--- config.mk ---
export PLATFORM = sky130hd
export DESIGN_NAME = leader_election_vote_logic
export DESIGN_NICKNAME = d
export VERILOG_FILES = /design/src/rtl/lev_pkg.sv /design/src/rtl/lev_voter_store.sv /design/src/rtl/lev_core.sv /design/src/rtl/leader_election_vote_logic.sv
export SDC_FILE = /design/constraint.sdc
export NUM_CORES = 1
export LEC_CHECK = 0
export BUFFER_PORTS_ARGS = -buffer_cell sky130_fd_sc_hd__buf_2
export CAP_MARGIN = 20
export CORE_MARGIN = 10
export CORE_UTILIZATION = 45
export DETAILED_ROUTE_END_ITERATION = 8
export SLEW_MARGIN = 20
export SYNTH_ARGS = -nofsm -noshare
export SYNTH_HDL_FRONTEND = slang
export SYNTH_SLANG_ARGS = --single-unit
--- constraint.sdc ---
create_clock -name i_clk -period 4.6 [get_ports i_clk]
set_input_delay 0.46 -clock i_clk [delete_from_list [all_inputs] [get_ports i_clk]]
set_output_delay 0.46 -clock i_clk [all_outputs]
set_load 0.005 [all_outputs]
--- src/rtl/lev_pkg.sv ---
// ----------------------------------------------------------------------------
// lev_pkg
// Types and constants shared by the leader election voting logic.
// ----------------------------------------------------------------------------
package lev_pkg;

    localparam int MAX_NODES_DEF = 16;
    localparam int ID_W          = 16;
    localparam int TERM_W        = 31;
    localparam int PEER_W        = 4;
    localparam int KIND_W        = 2;
    localparam int STATUS_W      = 4;
    localparam int ROLE_W        = 2;
    localparam int CFG_ADDR_W    = 1;
    localparam int CFG_DATA_W    = 16;
    localparam int IN_DATA_W     = 48;

    localparam logic [TERM_W-1:0] TERM_MAX = '1;

    localparam logic [CFG_ADDR_W-1:0] CFG_SELF_ID    = 1'b0;
    localparam logic [CFG_ADDR_W-1:0] CFG_PEER_COUNT = 1'b1;

    typedef enum logic [KIND_W-1:0] {
        KIND_VOTE_REQ = 2'd0,
        KIND_BEGIN    = 2'd1,
        KIND_VOTE_RCV = 2'd2,
        KIND_FAILURE  = 2'd3
    } t_kind;

    typedef enum logic [ROLE_W-1:0] {
        ROLE_PRIMARY   = 2'd0,
        ROLE_REPLICA   = 2'd1,
        ROLE_CANDIDATE = 2'd2
    } t_role;

    typedef enum logic [STATUS_W-1:0] {
        ST_GRANTED       = 4'd0,
        ST_OLD_TERM      = 4'd1,
        ST_ALREADY_VOTED = 4'd2,
        ST_BEGUN         = 4'd3,
        ST_NOT_CANDIDATE = 4'd4,
        ST_COUNTED       = 4'd5,
        ST_PROMOTED      = 4'd6,
        ST_START         = 4'd7,
        ST_BUSY          = 4'd8
    } t_status;

    typedef struct packed {
        logic            clear;
        logic            add;
        logic [ID_W-1:0] id;
    } t_store_cmd;

endpackage

--- src/rtl/lev_voter_store.sv ---
// ----------------------------------------------------------------------------
// lev_voter_store
// Store of distinct voter ids with a parallel duplicate match.
// ----------------------------------------------------------------------------
module lev_voter_store
    import lev_pkg::*;
#(
    parameter int MAX_NODES = MAX_NODES_DEF,
    parameter int CNT_W     = $clog2(MAX_NODES + 1)
) (
    input  logic             i_clk,
    input  logic             i_rst_n,
    input  t_store_cmd       i_cmd,
    output logic [CNT_W-1:0] o_count,
    output logic [CNT_W-1:0] o_count_add
);

    localparam int IDX_W = $clog2(MAX_NODES);

    logic [ID_W-1:0]      r_ids [MAX_NODES];
    logic [CNT_W-1:0]     r_count;
    logic [CNT_W-1:0]     n_count;
    logic [MAX_NODES-1:0] w_match;
    logic                 w_dup;
    logic                 w_full;

    always_comb begin
        for (int i = 0; i < MAX_NODES; i++) begin
            w_match[i] = (CNT_W'(i) < r_count) && (r_ids[i] == i_cmd.id);
        end
        w_dup       = |w_match;
        w_full      = (r_count == CNT_W'(MAX_NODES));
        o_count_add = (w_dup || w_full) ? r_count : r_count + 1'b1;
        n_count     = r_count;
        if (i_cmd.clear) begin
            n_count = CNT_W'(1);
        end else if (i_cmd.add) begin
            n_count = o_count_add;
        end
    end

    always_ff @(posedge i_clk) begin
        if (i_cmd.clear) begin
            r_ids[0] <= i_cmd.id;
        end else if (i_cmd.add && !w_dup && !w_full) begin
            r_ids[r_count[IDX_W-1:0]] <= i_cmd.id;
        end
    end

    always_ff @(posedge i_clk) begin
        if (!i_rst_n) begin
            r_count <= '0;
        end else begin
            r_count <= n_count;
        end
    end

    assign o_count = r_count;

endmodule

--- src/rtl/lev_core.sv ---
// ----------------------------------------------------------------------------
// lev_core
// Node state, configuration and the per-word election decision.
// ----------------------------------------------------------------------------
module lev_core
    import lev_pkg::*;
#(
    parameter int MAX_NODES = MAX_NODES_DEF,
    parameter int CNT_W     = $clog2(MAX_NODES + 1)
) (
    input  logic                  i_clk,
    input  logic                  i_rst_n,
    input  logic                  i_cfg_we,
    input  logic [CFG_ADDR_W-1:0] i_cfg_addr,
    input  logic [CFG_DATA_W-1:0] i_cfg_wdata,
    input  logic                  i_fire,
    input  t_kind                 i_kind,
    input  logic [TERM_W-1:0]     i_term,
    input  logic [ID_W-1:0]       i_node_id,
    input  logic [CNT_W-1:0]      i_count,
    input  logic [CNT_W-1:0]      i_count_add,
    output t_store_cmd            o_cmd,
    output logic                  o_granted,
    output t_status               o_status,
    output t_role                 o_role,
    output logic [TERM_W-1:0]     o_term,
    output logic [CNT_W-1:0]      o_votes
);

    localparam int MAJ_W = (CNT_W > 5) ? CNT_W : 5;

    t_role             r_role,       n_role;
    logic [TERM_W-1:0] r_term,       n_term;
    logic              r_vote_valid, n_vote_valid;
    logic [ID_W-1:0]   r_vote_id,    n_vote_id;
    logic              r_busy,       n_busy;
    logic [ID_W-1:0]   r_self_id;
    logic [PEER_W-1:0] r_peer_count;
    logic [PEER_W:0]   w_peer_inc;
    logic [MAJ_W-1:0]  w_majority;
    logic              w_vote_free;

    always_comb begin
        n_role       = r_role;
        n_term       = r_term;
        n_vote_valid = r_vote_valid;
        n_vote_id    = r_vote_id;
        n_busy       = r_busy;
        o_granted    = 1'b0;
        o_status     = ST_GRANTED;
        o_votes      = i_count;
        o_cmd        = '0;
        w_peer_inc   = {1'b0, r_peer_count} + 1'b1;
        w_majority   = MAJ_W'(w_peer_inc[PEER_W:1]) + MAJ_W'(1);
        w_vote_free  = 1'b0;

        unique case (i_kind)
            KIND_VOTE_REQ: begin
                if (i_term < r_term) begin
                    o_status = ST_OLD_TERM;
                end else begin
                    if (i_term > r_term) begin
                        n_term       = i_term;
                        n_vote_valid = 1'b0;
                        n_role       = ROLE_REPLICA;
                    end
                    w_vote_free = !n_vote_valid || (r_vote_id == i_node_id);
                    if (w_vote_free) begin
                        n_vote_valid = 1'b1;
                        n_vote_id    = i_node_id;
                        o_granted    = 1'b1;
                        o_status     = ST_GRANTED;
                    end else begin
                        o_status = ST_ALREADY_VOTED;
                    end
                end
            end
            KIND_BEGIN: begin
                n_role       = ROLE_CANDIDATE;
                n_term       = (r_term != TERM_MAX) ? r_term + 1'b1 : r_term;
                n_vote_valid = 1'b1;
                n_vote_id    = r_self_id;
                o_cmd.clear  = i_fire;
                o_cmd.id     = r_self_id;
                o_votes      = CNT_W'(1);
                o_status     = ST_BEGUN;
            end
            KIND_VOTE_RCV: begin
                if (r_role != ROLE_CANDIDATE) begin
                    o_status = ST_NOT_CANDIDATE;
                end else begin
                    o_cmd.add = i_fire;
                    o_cmd.id  = i_node_id;
                    o_votes   = i_count_add;
                    if (MAJ_W'(i_count_add) >= w_majority) begin
                        n_role   = ROLE_PRIMARY;
                        n_busy   = 1'b0;
                        o_status = ST_PROMOTED;
                    end else begin
                        o_status = ST_COUNTED;
                    end
                end
            end
            KIND_FAILURE: begin
                if (r_busy) begin
                    o_status = ST_BUSY;
                end else begin
                    n_busy   = 1'b1;
                    o_status = ST_START;
                end
            end
            default: begin
                o_status = ST_GRANTED;
            end
        endcase

        o_role = n_role;
        o_term = n_term;
    end

    always_ff @(posedge i_clk) begin
        if (!i_rst_n) begin
            r_role       <= ROLE_PRIMARY;
            r_term       <= '0;
            r_vote_valid <= 1'b0;
            r_vote_id    <= '0;
            r_busy       <= 1'b0;
        end else if (i_fire) begin
            r_role       <= n_role;
            r_term       <= n_term;
            r_vote_valid <= n_vote_valid;
            r_vote_id    <= n_vote_id;
            r_busy       <= n_busy;
        end
    end

    always_ff @(posedge i_clk) begin
        if (!i_rst_n) begin
            r_self_id    <= '0;
            r_peer_count <= '0;
        end else if (i_cfg_we) begin
            unique case (i_cfg_addr)
                CFG_SELF_ID:    r_self_id    <= i_cfg_wdata;
                CFG_PEER_COUNT: r_peer_count <= i_cfg_wdata[PEER_W-1:0];
                default:        r_self_id    <= r_self_id;
            endcase
        end
    end

endmodule

--- src/rtl/leader_election_vote_logic.sv ---
// ----------------------------------------------------------------------------
// leader_election_vote_logic
// Term-based leader election voting for one cluster node.
// ----------------------------------------------------------------------------
// One word is accepted every clock cycle while the master side takes results.
// The word is captured in an input register, then decided in a single pass
// against the node state and the voter store, whose ids are all compared in
// parallel. The result is then held in an output register, from which it is
// presented on the master side. While a finished result waits to be taken,
// the input register can hold one further word. Once both registers are
// full, the slave side stalls until the result is taken. The sustained rate
// is therefore one word per cycle whenever the downstream side is ready.
// ----------------------------------------------------------------------------
module leader_election_vote_logic
    import lev_pkg::*;
#(
    parameter int MAX_NODES = MAX_NODES_DEF
) (
    input  logic                  i_clk,
    input  logic                  i_rst_n,
    input  logic                  i_cfg_we,
    input  logic [CFG_ADDR_W-1:0] i_cfg_addr,
    input  logic [CFG_DATA_W-1:0] i_cfg_wdata,
    input  logic                  i_s_tvalid,
    output logic                  o_s_tready,
    // term [30:0], node_id [46:31], zero pad above.
    input  logic [IN_DATA_W-1:0]  i_s_tdata,
    // kind [1:0].
    input  logic [KIND_W-1:0]     i_s_tuser,
    output logic                  o_m_tvalid,
    input  logic                  i_m_tready,
    // granted, status, role_now, term_now, votes_now from bit 0 up, zero pad.
    output logic [((1 + STATUS_W + ROLE_W + TERM_W + $clog2(MAX_NODES + 1) + 7) / 8) * 8 - 1:0]
                                  o_m_tdata
);

    localparam int CNT_W      = $clog2(MAX_NODES + 1);
    localparam int OUT_W      = 1 + STATUS_W + ROLE_W + TERM_W + CNT_W;
    localparam int OUT_DATA_W = ((OUT_W + 7) / 8) * 8;

    logic                  r_in_valid;
    t_kind                 r_kind;
    logic [TERM_W-1:0]     r_term;
    logic [ID_W-1:0]       r_node_id;
    logic                  r_out_valid;
    logic [OUT_DATA_W-1:0] r_out_data;

    logic                  w_fire;
    t_store_cmd            w_cmd;
    logic [CNT_W-1:0]      w_count;
    logic [CNT_W-1:0]      w_count_add;
    logic                  w_granted;
    t_status               w_status;
    t_role                 w_role;
    logic [TERM_W-1:0]     w_term;
    logic [CNT_W-1:0]      w_votes;

    assign w_fire     = r_in_valid && (!r_out_valid || i_m_tready);
    assign o_s_tready = !r_in_valid || w_fire;

    always_ff @(posedge i_clk) begin
        if (!i_rst_n) begin
            r_in_valid <= 1'b0;
        end else if (i_s_tvalid && o_s_tready) begin
            r_in_valid <= 1'b1;
        end else if (w_fire) begin
            r_in_valid <= 1'b0;
        end
    end

    always_ff @(posedge i_clk) begin
        if (i_s_tvalid && o_s_tready) begin
            r_kind    <= t_kind'(i_s_tuser);
            r_term    <= i_s_tdata[TERM_W-1:0];
            r_node_id <= i_s_tdata[TERM_W +: ID_W];
        end
    end

    lev_voter_store #(
        .MAX_NODES (MAX_NODES),
        .CNT_W     (CNT_W)
    ) u_store (
        .i_clk       (i_clk),
        .i_rst_n     (i_rst_n),
        .i_cmd       (w_cmd),
        .o_count     (w_count),
        .o_count_add (w_count_add)
    );

    lev_core #(
        .MAX_NODES (MAX_NODES),
        .CNT_W     (CNT_W)
    ) u_core (
        .i_clk       (i_clk),
        .i_rst_n     (i_rst_n),
        .i_cfg_we    (i_cfg_we),
        .i_cfg_addr  (i_cfg_addr),
        .i_cfg_wdata (i_cfg_wdata),
        .i_fire      (w_fire),
        .i_kind      (r_kind),
        .i_term      (r_term),
        .i_node_id   (r_node_id),
        .i_count     (w_count),
        .i_count_add (w_count_add),
        .o_cmd       (w_cmd),
        .o_granted   (w_granted),
        .o_status    (w_status),
        .o_role      (w_role),
        .o_term      (w_term),
        .o_votes     (w_votes)
    );

    always_ff @(posedge i_clk) begin
        if (!i_rst_n) begin
            r_out_valid <= 1'b0;
        end else if (w_fire) begin
            r_out_valid <= 1'b1;
        end else if (i_m_tready) begin
            r_out_valid <= 1'b0;
        end
    end

    always_ff @(posedge i_clk) begin
        if (w_fire) begin
            r_out_data <= OUT_DATA_W'({w_votes, w_term, w_role, w_status, w_granted});
        end
    end

    assign o_m_tvalid = r_out_valid;
    assign o_m_tdata  = r_out_data;

endmodule

## After elaboration in Yosys (flattened, before gate mapping)

Memories as Yosys holds them, arrays and structs flattened.
Index checks and enable logic that the tools add are counted.

- Order comparisons: 19
- $add $sub $neg: 4
- Muxes and demuxes: 49
- Bitwise operators: 3
- Eq/ne operators: 27
- Reduce and logical (&&, ||, !) cells: 44

Operators by type and width:

| operator | number |
|---|---|
| 16-bit equality test | 17 |
| 31-bit 2-to-1 mux | 3 |
| 16-bit one-hot mux with 2 select lines | 2 |
| 31-bit one-hot mux with 2 select lines | 1 |
| 16-bit 2-to-1 mux | 3 |
| 4-bit by 5-bit < comparator with 1-bit output (first input constant) | 8 |
| 16-bit OR reduction | 2 |
| 31-bit by 1-bit adder with 31-bit output (second input constant) | 1 |
| 31-bit greater-than comparator | 1 |
| 31-bit < comparator | 1 |
| 31-bit != test (second input constant) | 1 |
| 1-bit 2-to-1 mux | 22 |
| 1-bit logical AND | 20 |
| 3-bit by 5-bit < comparator with 1-bit output (first input constant) | 4 |
| 17-bit 2-to-1 mux | 1 |
| 4-bit one-hot mux with 4 select lines | 1 |
| 2-bit 2-to-1 mux | 7 |
| 4-bit 2-to-1 mux | 3 |
| 4-bit by 1-bit adder with 5-bit output (second input constant) | 2 |
| 1-bit by 5-bit < comparator with 1-bit output (first input constant) | 2 |
| 2-bit by 5-bit < comparator with 1-bit output (first input constant) | 2 |
| 5-bit 2-to-1 mux | 2 |
| 5-bit one-hot mux with 2 select lines | 1 |
| 2-bit nonzero test | 5 |
| 17 further kinds | 34 |

- Logic and storage cells: 163
- Output and inout bits: 50
- Memories: 1
- RAM bits: 256
- Bits in registers: 170

Memories:

| memory | words | bits a word | rd ports | clocked after memory_dff | wr ports | RTL line | text |
|---|---|---|---|---|---|---|---|
| u_store.r_ids | 16 | 16 | 16 | 0 | 1 | lev_voter_store.sv:20 | `logic [ID_W-1:0] r_ids [MAX_NODES];` |

## Logic depth before layout (Yosys ltp)

- Depth in word-level cells: 16
- Gate-level depth with buffers: 26
- Depth with buffers taken out: 22

## By module

Synthesis repeated with hierarchy kept, for this count alone.

- Cells, all modules: 1680
- Area total of the unflattened synthesis: 20638.5 um^2

By module, submodules not included:

| module | cells an instance | area each (um^2) | times used |
|---|---|---|---|
| lev_voter_store | 739 | 11527.3 | 1 |
| lev_core | 834 | 6203.4 | 1 |
| leader_election_vote_logic | 107 | 2907.8 | 1 |

## Worst setup path after synthesis

No wires, ideal clock.

- Path kind: register -> register
- Start point: register r_kind[0]
- End point: register r_out_data[6], in the netlist o_m_tdata[6] (data pin)
- Arrival time: 4.702 ns
- Cell stages (with the launch flop): 24
- Setup slack: -0.254 ns
- Cell sequence: edfxtp_1 -> inv_1 -> ha_1 -> buf_4 -> buf_4 -> nand4b_1 -> a21oi_1 -> a32o_1 -> o22ai_1 -> or4_1 -> o41ai_2 -> nor4_4 -> nand2_1 -> buf_2 -> mux2_2 -> ha_1 -> a21oi_1 -> nor2b_1 -> o21ai_0 -> nand2b_1 -> a21oi_1 -> o21ai_0 -> and3_1 -> o21ai_0

RTL lines:

| item | RTL line | text |
|---|---|---|
| from (decl) | leader_election_vote_logic.sv:42 | `t_kind r_kind;` |
| from (signal assigned) | leader_election_vote_logic.sv:73 | `r_kind <= t_kind'(i_s_tuser);` |
| to (signal assigned) | leader_election_vote_logic.sv:125 | `r_out_data <= OUT_DATA_W'({w_votes, w_term, w_role, w_status, w_granted});` |
| to (decl) | leader_election_vote_logic.sv:46 | `logic [OUT_DATA_W-1:0] r_out_data;` |

## Worst setup path after layout

- Start point: register r_kind[1]
- End point: register r_out_data[2], in the netlist o_m_tdata[2] (data pin)

- Cells in the longest elaborated chain, start to end: 11

RTL lines:

| item | RTL line | text |
|---|---|---|
| 2-bit equality test / 2-bit by 1-bit equality test with 1-bit output (equally long branches) | lev_core.sv:57 | `unique case (i_kind)` |
| 16-bit one-hot mux with 2 select lines * | lev_core.sv:57 |  |
| 16-bit equality test | lev_voter_store.sv:29 | `w_match[i] = (CNT_W'(i) < r_count) && (r_ids[i] == i_cmd.id);` |
| 1-bit logical AND | lev_voter_store.sv:29 |  |
| 16-bit OR reduction * | lev_voter_store.sv:31 | `w_dup = \|w_match;` |
| 1-bit logical OR * | lev_voter_store.sv:33 | `o_count_add = (w_dup \|\| w_full) ? r_count : r_count + 1'b1;` |
| 5-bit 2-to-1 mux * | lev_voter_store.sv:33 |  |
| net u_core.i_count_add[1] | lev_core.sv:21 | `input logic [CNT_W-1:0] i_count_add,` |
| 5-bit >= comparator * | lev_core.sv:95 | `if (MAJ_W'(i_count_add) >= w_majority) begin` |
| 2-bit 2-to-1 mux * | lev_core.sv:95 |  |
| 2-bit 2-to-1 mux * | lev_core.sv:89 | `if (r_role != ROLE_CANDIDATE) begin` |
| 4-bit one-hot mux with 4 select lines * | lev_core.sv:57 |  |
| net u_core.o_status[1] | lev_core.sv:24 | `output t_status o_status,` |

The timed path passes the listed nets; every way through them passes the cells marked *.
A chain may end at the register's enable or synchronous reset.

==> summary.txt <==
TIMING
----------------------------------------------------------------------------------------
Final worst-path setup slack                                                  -0.4245 ns
Crit share post-route                                                              1.092
Unrepaired setup endpoints after global routing                                     true
Count of final max-slew check failures                                                 0
Hold Fails Final Rpt                                                                   0
Fin crit period                                                                 5.024 ns
Setup Viol. Count Final                                                                5
Rel. slew slack                                                                   0.1867
Peak clock frequency supported by timing                                       199.0 MHz
Final setup skew                                                              0.01594 ns
Actual transition at the worst max-transition pin                               1.219 ns

PWR
----------------------------------------------------------------------------------------
Total power consumption of the routed design                                    10.08 mW
Sw Ratio                                                                          0.2592
Internal power                                                                  7.467 mW
Leakage power                                                                   12.34 nW
Maximum vdd drop                                                               0.3252 mV
Fraction of power consumed by combinational cells                                  0.141
Clock network power share                                                          0.432
Fraction of power consumed by sequential logic                                     0.427
Power density over cell area                                                326.6 nW/um2
P_sw                                                                            2.613 mW

CLOCK NETWORK
----------------------------------------------------------------------------------------
CTS tree                                                                           built
Clock network latency to the later pin of the worst-skew pair                    0.62 ns
Buffer cell driving the clock tree root                                     sky130_fd_sc_hd__clkbuf_16
Clk sink count                                                                       426
Reg clk slew, reported paths                                                     0.06 ns
Hold_buf cts                                                                           0
Maximum clock path buffer count                                                        3
Clock buffers created by TritonCTS                                                    49
Maximum level of the CTS H-tree                                                        2

WORST SETUP PATH
----------------------------------------------------------------------------------------
Required time reported for the critical path endpoint                            4.97 ns
Cell class contributing the biggest share of worst-path delay               compound AO/OA/AOI/OAI gates
CP bufs+invs                                                                           5
Arrival time of the worst setup path                                             5.39 ns
Critical path type                                                          flop to flop
Crit path max-delay cell type                                               sky130_fd_sc_hd__o41ai_1
CP Max Fanout                                                                         13
Startpoint types                                                                    flop
Peak per-stage delay on the critical path                                        0.65 ns
Logic depth of the worst register-to-register path                                    23
Critical Path, Cell by Cell                                                 inv_2 -> ha_4 -> buf_12 -> and2_2 -> buf_6 -> o41ai_1 -> buf_4 -> a32oi_1 -> a22oi_1 -> buf_4 -> nand4_1 -> o311ai_4 -> nor4_4 -> nand2_2 -> mux2_4 -> ha_4 -> a21oi_4 -> nor2b_4 -> o21ai_2 -> nand2b_1 -> a21oi_2 -> o21ai_1 -> a22o_1
Type of destination of the critical path                                            flop
Crit. path cell count                                                                 23

FLOORPLANNING
----------------------------------------------------------------------------------------
Number of top-level pins                                                             122
Die boundary height                                                             247.4 um
Initial core utilization                                                          0.4543
Die area                                                                      61,180 um2
Number of standard-cell rows in the floorplan                                         83
Floorplan die width                                                             247.4 um
Floorplan Core Area                                                           51,200 um2

DRT
----------------------------------------------------------------------------------------
Wire per inst                                                                   31.32 um
Total via count in the routed design                                              22,330
Wirelength, routed                                                              106.2 mm
Detailed Routing Iterations Pass 1                                                     6
Detailed-route vias per instance                                                   6.587
DR DRC count                                                                           0
1st-iter DRT viols                                                                 3,219
Remaining antenna violation count after routing                                        0

GLOBAL ROUTING
----------------------------------------------------------------------------------------
Wire length of the first global-routing pass                                    150.0 mm
Gr ovfl total                                                                          0
GRT Util Overall                                                                  0.3376
Vias in the first global route                                                    21,030
Largest net degree at the start of global routing                                     66
Number of antenna violations at the first check in global routing                      8

SYNTHESIS
----------------------------------------------------------------------------------------
Count of warnings emitted by yosys                                                     0
Avg Cell Area, Syn                                                             10.73 um2
Fraction of synthesized cell area taken by the top area cell type                 0.4492
Dominant cells by area after synthesis                                      sky130_fd_sc_hd__edfxtp_1 45%, sky130_fd_sc_hd__dfxtp_1 6.7%, sky130_fd_sc_hd__a21oi_1 2.8%
Area of the mapped netlist                                                    23,260 um2
Sequential area share after synthesis                                             0.5164
Unique masters post-synth                                                            101
Async set-or-reset flop fraction in the synthesized netlist                            0
Number of enable-type register cells in the synthesized netlist                      348
Synth area leader                                                           sky130_fd_sc_hd__edfxtp_1
Cell count after synthesis                                                         2,168
Synthesis-stage register bit count                                                   426
Most frequently used flop master after synthesis                            sky130_fd_sc_hd__edfxtp_1

HOLD PATH
----------------------------------------------------------------------------------------
Worst hold stages                                                                      1
Hold/Removal Path Class                                                     primary input to flop

CELLS AND AREA
----------------------------------------------------------------------------------------
Commonest cells after routing, fill and taps aside                          385 x sky130_fd_sc_hd__buf_4, 348 x sky130_fd_sc_hd__edfxtp_1, 139 x sky130_fd_sc_hd__nor2_1, 136 x sky130_fd_sc_hd__nand2_1, 123 x sky130_fd_sc_hd__a21oi_1
Area occupied by registers                                                    12,010 um2
Multi-input combinational cell area                                           10,890 um2
Number of nets in the finished design                                              2,787
Share of cells above drive strength 1                                             0.3101
Most common cell after layout, fill and taps aside                          sky130_fd_sc_hd__buf_4
Final cell area excluding filler cells                                        30,860 um2
Fill cell count                                                                    4,292
Synthesis-to-finish area growth                                                   32.68%

PLACEMENT
----------------------------------------------------------------------------------------
Placement Cell Area                                                           27,890 um2
Routability cong.                                                                  1.003
# port buffers                                                                       115
Total half-perimeter wirelength after legalization and detailed placement       77.46 mm

OUTCOME
----------------------------------------------------------------------------------------
Result of the run                                                           complete, but fails checks
Violations in the final reports                                             negative setup slack

FLOW RUN
----------------------------------------------------------------------------------------
Max-cap check violation count                                                          0

-- power by group through the flow --
stage / clock (mW) / combinational [mW] / sequential, mW
after detailed placement: 0 / 1.22 / 4.38
after global placement: 0 / 1.22 / 4.38
final: 4.35 / 1.43 / 4.30
after CTS: 4.38 / 1.35 / 4.30
after floorplan: 0 / 0.605 / 4.35
after global routing: 4.53 / 1.49 / 4.31
-- kinds of logic (layout without fill, tap and decap cells) --
kind of cell | after synthesis | after routing | synth area share
AND/OR/NAND/NOR | 732 | 732 | 0.1788
AO/OA/AOI/OAI | 622 | 622 | 0.1912
flip-flops | 426 | 426 | 0.5164
buffers and inverters | 239 | 776 | 0.04814
XOR/XNOR | 68 | 68 | 0.02560
adder cells (fa/ha/maj) | 45 | 45 | 0.02421
multiplexers | 35 | 35 | 0.01549
other | 1 | 6 | 0.0001612
-- worst register-to-register path: stages, from the launching register on --
cell,delay (ns)
sky130_fd_sc_hd__edfxtp_1,0.42
sky130_fd_sc_hd__inv_2,0.08
sky130_fd_sc_hd__ha_4,0.23
sky130_fd_sc_hd__buf_12,0.17
sky130_fd_sc_hd__and2_2,0.26
sky130_fd_sc_hd__buf_6,0.17
sky130_fd_sc_hd__o41ai_1,0.65
sky130_fd_sc_hd__buf_4,0.24
sky130_fd_sc_hd__a32oi_1,0.06
sky130_fd_sc_hd__a22oi_1,0.15
sky130_fd_sc_hd__buf_4,0.16
sky130_fd_sc_hd__nand4_1,0.13
sky130_fd_sc_hd__o311ai_4,0.12
sky130_fd_sc_hd__nor4_4,0.08
sky130_fd_sc_hd__nand2_2,0.19
sky130_fd_sc_hd__mux2_4,0.34
sky130_fd_sc_hd__ha_4,0.25
sky130_fd_sc_hd__a21oi_4,0.14
sky130_fd_sc_hd__nor2b_4,0.05
sky130_fd_sc_hd__o21ai_2,0.10
sky130_fd_sc_hd__nand2b_1,0.16
sky130_fd_sc_hd__a21oi_2,0.27
sky130_fd_sc_hd__o21ai_1,0.11
sky130_fd_sc_hd__a22o_1,0.23
-- worst paths after layout --
path	slack [ns]	end	start
worst max register to register	-0.42	o_m_tdata[2]$_DFFE_PP_	r_kind[1]$_DFFE_PP_
worst min-delay path	0.02	r_node_id[15]$_DFFE_PP_	i_s_tdata[46]
worst min register to register	0.48	u_core.r_vote_valid$_SDFFE_PN0P_	u_core.r_vote_valid$_SDFFE_PN0P_
worst max-delay path	-0.42	o_m_tdata[2]$_DFFE_PP_	r_kind[1]$_DFFE_PP_
-- synthesized netlist by cell type, drive strengths merged, types with 24 or more instances --
cell	number
edfxtp	348
nor2	156
nand2	154
a21oi	131
o21ai	102
inv	98
buf	78
dfxtp	78
nand3	73
clkbuf	61
nor3	61
nor4	53
xnor2	46
ha	45
o22ai	42
mux2i	30
and3	29
nand4b	28
o2111ai	24
-- routing by layer --
layer	share of wire	GRT usage
met1	0.41	0.4741
met2	0.43	0.5046
met3	0.11	0.06117
met4	0.044	0.1447
met5	0.00015	0
-- timing repair --
| item | in CTS | in global routing |
|---|---|---|
| resized for setup | 133 | 51 |
| pin swaps | 31 | 27 |
| endpoints found under the setup margin | 269 | 5 |
| buffers inserted | 36 | 7 |
| cloned | 2 | 0 |
-- layout make-up --
cell class	instances	area share
Antenna cell	1	0.00008108
Clock buffer	59	0.04370
Clock inverter	31	0.01326
Inverter	100	0.01232
Multi-Input combinational cell	1507	0.3527
Sequential cell	426	0.3892
Tap cell	680	0.02757
Timing Repair Buffer	586	0.1611
-- sequential cells by signal (all words and copies together) (netlist names), 4 cells and up --
| register | count |
|---|---|
| u_store.r_ids | 256 |
| o_m_tdata | 43 |
| r_term | 31 |
| u_core.r_term | 31 |
| r_node_id | 16 |
| u_core.r_self_id | 16 |
| u_core.r_vote_id | 16 |
| u_store.o_count | 5 |
| u_core.r_peer_count | 4 |
-- stage by stage --
step	std cells	TNS (ns)	hold slack, ns	setup WS (ns)	util
after floorplan	2172	0	0.4366	0.01979	-
after global placement	3259	-80.34	0.4498	-1.472	0.5448
after detailed placement	3259	-37.11	0.4580	-1.325	0.5448
after CTS	3383	-1.244	0.002995	-0.2886	0.5967
after global routing	3389	-2.529	0.01881	-0.5216	0.6028
final	3390	-1.978	0.02271	-0.4245	0.6028
Note: power is estimated with default switching activity, not from simulation.
